--- src/rtl/assert_macros.svh ---
// ---------------------------------------------------------------------------
// Assertion macros
// Shared concurrent assertion forms, clocked on clk and held off by rst_n.
// ---------------------------------------------------------------------------
`ifndef ASSERT_MACROS_SVH
`define ASSERT_MACROS_SVH

// The expression holds at every clock edge.
`define ASSERT_ALWAYS(label, expr, msg) \
  label: assert property (@(posedge clk) disable iff (!rst_n) (expr)) else $error(msg);

// The consequent holds in the same cycle as the antecedent.
`define ASSERT_IMPLIES(label, ante, cons, msg) \
  label: assert property (@(posedge clk) disable iff (!rst_n) (ante) |-> (cons)) else $error(msg);

// The consequent holds in the cycle after the antecedent.
`define ASSERT_NEXT(label, ante, cons, msg) \
  label: assert property (@(posedge clk) disable iff (!rst_n) (ante) |=> (cons)) else $error(msg);

`endif

--- src/rtl/lprf_pkg.sv ---
// ---------------------------------------------------------------------------
// lprf_pkg
// Types and codes shared by the record ring FIFO front end, back end and top.
// ---------------------------------------------------------------------------
package lprf_pkg;

  localparam logic [1:0] OP_PUSH  = 2'd0;
  localparam logic [1:0] OP_POP   = 2'd1;
  localparam logic [1:0] OP_PEEK  = 2'd2;
  localparam logic [1:0] OP_CLEAR = 2'd3;

  localparam logic [1:0] ST_DONE   = 2'd0;
  localparam logic [1:0] ST_EMPTY  = 2'd1;
  localparam logic [1:0] ST_REJECT = 2'd2;

  typedef struct packed {
    logic [1:0] opcode;
    logic [7:0] data_in;
    logic       first_byte;
    logic [6:0] record_length;
  } in_item_t;

  typedef struct packed {
    logic [7:0]  data_out;
    logic        last;
    logic [1:0]  status;
    logic [10:0] free_bytes;
    logic        is_empty;
    logic        fits;
  } out_item_t;

  typedef enum logic [2:0] {
    K_PUSH_FIRST,
    K_PUSH_NEXT,
    K_POP,
    K_PEEK,
    K_CLEAR
  } cmd_kind_t;

  typedef struct packed {
    cmd_kind_t  kind;
    logic [7:0] data;
    logic [6:0] rlen;
  } cmd_t;

  typedef enum logic [1:0] {
    BS_IDLE,
    BS_WRITE,
    BS_HEADER,
    BS_STREAM
  } back_state_t;

endpackage

--- src/rtl/lprf_front.sv ---
// ---------------------------------------------------------------------------
// lprf_front
// Accepts requests, classifies them into commands and holds them in a
// two-entry queue for the back end.
// ---------------------------------------------------------------------------
module lprf_front (
  input  logic               clk,
  input  logic               rst_n,
  input  logic               start,
  input  lprf_pkg::in_item_t in_item,
  output logic               busy,
  output logic               q_valid,
  output lprf_pkg::cmd_t     q_cmd,
  input  logic               q_pop
);
  import lprf_pkg::*;

  cmd_t       slot_r [2];
  logic       wr_ptr_r, wr_ptr_nxt;
  logic       rd_ptr_r, rd_ptr_nxt;
  logic [1:0] count_r, count_nxt;
  logic       push;
  cmd_t       cmd_new;

  assign busy    = (count_r == 2'd2);
  assign q_valid = (count_r != 2'd0);
  assign q_cmd   = slot_r[rd_ptr_r];
  assign push    = start && !busy;

  always_comb begin
    cmd_new.data = in_item.data_in;
    cmd_new.rlen = in_item.record_length;
    case (in_item.opcode)
      OP_PUSH:  cmd_new.kind = in_item.first_byte ? K_PUSH_FIRST : K_PUSH_NEXT;
      OP_POP:   cmd_new.kind = K_POP;
      OP_PEEK:  cmd_new.kind = K_PEEK;
      OP_CLEAR: cmd_new.kind = K_CLEAR;
      default:  cmd_new.kind = K_CLEAR;
    endcase
  end

  always_comb begin
    wr_ptr_nxt = push ? ~wr_ptr_r : wr_ptr_r;
    rd_ptr_nxt = (q_pop && q_valid) ? ~rd_ptr_r : rd_ptr_r;
    count_nxt  = count_r;
    if (push && !(q_pop && q_valid)) begin
      count_nxt = count_r + 2'd1;
    end else if (!push && q_pop && q_valid) begin
      count_nxt = count_r - 2'd1;
    end
  end

  always_ff @(posedge clk) begin
    if (!rst_n) begin
      wr_ptr_r <= 1'b0;
      rd_ptr_r <= 1'b0;
      count_r  <= 2'd0;
    end else begin
      wr_ptr_r <= wr_ptr_nxt;
      rd_ptr_r <= rd_ptr_nxt;
      count_r  <= count_nxt;
    end
  end

  always_ff @(posedge clk) begin
    if (push) begin
      slot_r[wr_ptr_r] <= cmd_new;
    end
  end

endmodule

--- config.mk ---
export PLATFORM = sky130hd
export DESIGN_NAME = lprf_front
export DESIGN_NICKNAME = d
export VERILOG_FILES = /design/src/rtl/assert_macros.svh /design/src/rtl/lprf_pkg.sv /design/src/rtl/lprf_front.sv
export SDC_FILE = /design/constraint.sdc
export NUM_CORES = 1
export LEC_CHECK = 0
export BUFFER_PORTS_ARGS = -buffer_cell sky130_fd_sc_hd__buf_4
export CAP_MARGIN = 20
export CORE_UTILIZATION = 50
export CTS_BUF_LIST = sky130_fd_sc_hd__clkbuf_2 sky130_fd_sc_hd__clkbuf_4 sky130_fd_sc_hd__clkbuf_8
export CTS_CLUSTER_SIZE = 16
export DETAILED_ROUTE_END_ITERATION = 8
export PLACE_DENSITY = 0.84
export SYNTH_ARGS = -nofsm -noshare
export SYNTH_HDL_FRONTEND = slang
export SYNTH_SLANG_ARGS = --single-unit
--- constraint.sdc ---
create_clock -name clk -period 2.3 [get_ports clk]
set_clock_uncertainty 0.05 [all_clocks]
set_input_delay 0.23 -clock clk [delete_from_list [all_inputs] [get_ports clk]]
set_output_delay 0.23 -clock clk [all_outputs]
set_load 0.1 [all_outputs]
==> results_dict.tcl <==
set metrics [dict create \
    status "complete, no violations" \
    ir_drop_mv 0.506 \
    htreeDepth 2 \
    grt_max_degree 12 \
    ant_nets 0 \
    required_ps 2020 \
    syn_area_um2 1610 \
    cts-resized-gates 0 \
    placed_cells 177 \
    grt_pass1_wl_mm 4.19 \
    cts-root-buf "clkbuf_4" \
    path_common_cell "buf_4" \
    whs_path_depth 1 \
    yosysSeqAreaShare_pct 73.6 \
    yosys.area.top_type "edfxtp_1" \
    syn_to_final_growth_pct 30.2 \
    grt_pass1_vias 889 \
    clock-sinks 41 \
    p_per_area_nw_per_um2 820 \
    cts_hold_buf 0 \
    fin_ws_ps 239 \
    slew_headroom_pct 67.7 \
    fmax_ghz 0.485 \
    grt_usage_pct 17.3 \
    cp_cell_sequence "buf_4 > mux2_2 > buf_4" \
    grt_overflow 0 \
    coreArea_um2 3050 \
    post_synth.cell_area_avg_um2 17.8 \
    start_kind "flip-flop" \
    cpPeakStageDelay_ps 600 \
    layout_min_cycle_time_ps 2060 \
    path_clk_slew_ps 110 \
    cts_buffers 5 \
    dr.pass1.iters 4 \
    syn_inst 90 \
    synth_area_leaders "edfxtp_1, mux2_2, dfxtp_1" \
    ys.warnings.count 0 \
    criticalPathCategory "flip-flop to output pin" \
    dieArea_um2 3440 \
    p_leak_nw 0.822 \
    synth_top_area_share_pct 67.3 \
    holdWs_ps 23.7 \
    synth_fp_nets 115 \
    start_util_pct 52.6 \
    die_y_um 58.7 \
    crit_family "flip-flops" \
    dp_slack_ps 603 \
    viasPerCell 4.78 \
    antenna_found_initial 0 \
    finalSetupTns_ps 0 \
    place.gp.congestion 0.706 \
    n_antenna_cell 0 \
    clk-insertion-delay-late_ps 330 \
    hold_class "input pin to flip-flop" \
    worstSetupEndpointType "output pin" \
    crit_fanout 10 \
    wl_mm 2.56 \
    dp_hpwl_mm 1.82 \
    crit_cells 3 \
    ios 42 \
    critPathBufInv 2 \
    drive_gt1_share_pct 52.1 \
    io_buffer_count 41 \
    drt-initial-drc-count 55 \
    layout.nets 170 \
    rows 20 \
    drv_slew 0 \
    ys_types 25 \
    hold_viol 0 \
    wl_per_cell_um 13.5 \
    route.detailed.drc 0 \
    period_share_pct 89.6 \
    rr_worst_depth 3 \
    post_cts_buffers 0 \
    p_total_mw 1.71 \
    rsz0062_at_grt "no" \
    ys_ff_latch 41 \
    clock_path_buffers 2 \
    fp.dieW_um 58.7 \
    maxCapViolCount 0 \
    worstMarginPinSlew_ps 485 \
    vias 909 \
    cts_tree "yes" \
    cpMaxStageDelayCell "dfxtp_1" \
    final_cells 190 \
    crit_arrival_ps 1780 \
    finalSetupViolations 0 \
]
[power breakdown]
part / total [mW] / internal, mW / switching (mW) / leakage [nW]
Clock: 0.362 / 0.157 / 0.204 / 0.0368
Combinational: 0.476 / 0.129 / 0.347 / 0.406
Sequential: 0.876 / 0.858 / 0.0184 / 0.379
[kinds of logic (layout without fill, tap and decap cells)]
kind of cell / Yosys count / in the layout / share of synthesized area (%)
AO/OA/AOI/OAI: 8 / 8 / 3.35
XOR/XNOR: 1 / 1 / 0.546
adder cells (fa/ha/maj): 3 / 3 / 2.34
buffers and inverters: 8 / 64 / 2.57
flip-flops: 41 / 41 / 73.6
multiplexers: 20 / 20 / 13.9
AND/OR/NAND/NOR: 9 / 9 / 3.74
[layer usage]
metal  vias to the layer above  global-route usage (%)  routed length (um)
met3                         4                    5.27                 136
li1                        446                       -                   -
met2                        28                    27.9                1300
met4                         0                    8.16                  34
met5                         -                       0                   0
met1                       431                    21.4                1090
[per-stage QoR]
stage,cell area [um^2],util [%]
final,2090,68.4
after global routing,2090,68.4
after CTS,2040,66.8
after detailed placement,1980,64.8
after global placement,1980,64.8
after floorplan,1610,-
[cell usage after synthesis, drive strengths merged]
library cell and n:
ha 3, nor3 1, inv 6, o21a 1, dfxtp 5, mux2 18
or2 2, nor2 2, nand3b 1, nand2b 1, a21o 1, a21boi 1
nor3b 1, o211ai 1, o21ai 1, mux2i 2, and3 1, edfxtp 36
a21oi 3, buf 2, xor2 1
[final timing paths]
kind / end / start / slack, ps
max: q_cmd[2] / flip-flop / 240
min: slot_r[1][7] / in_item[8] / 20
max reg2reg: slot_r[1][4] / count_r[0] / 600
min reg2reg: rd_ptr_r / rd_ptr_r / 480
[layout make-up]
type                    instances  area, um^2
inverters                       6        22.5
clock buffers                   8        60.1
repair buffers                 50         388
fillers                       236         963
well taps                      44        55.1
flip-flops and latches         41        1180
multi-input cells              41         383
[flip-flops by register name, indices dropped and copies added, names as in the netlist, named ones only]
register / count
slot_r: 36
count_r: 2
rd_ptr_r: 1
wr_ptr_r: 1
[worst reg2reg max path: stages, from the launching register on]
cell	delay [ps]
dfxtp_1	430
nand2b_2	190
and3_1	470
buf_4	280
[cells in the final DEF (no fill, tap or decap)]
cell type      count
xor2_1             1
clkbuf_4           8
edfxtp_1          36
dlygate4sd3_1      5
nor3b_1            1
dfxtp_1            5
nor2_1             2
mux2_2            18
a21o_1             1
mux2i_1            2
nand3b_1           1
o21ai_1            1
nand2b_2           1
inv_2              1
or2_2              1
a21oi_2            1
buf_4             45
a21boi_0           1
nor3_2             1
o21a_1             1
o211ai_1           1
a21oi_1            2
and3_1             1
ha_1               3
or2_1              1
inv_1              5
No activity file was read; power rests on OpenSTA's default activity.
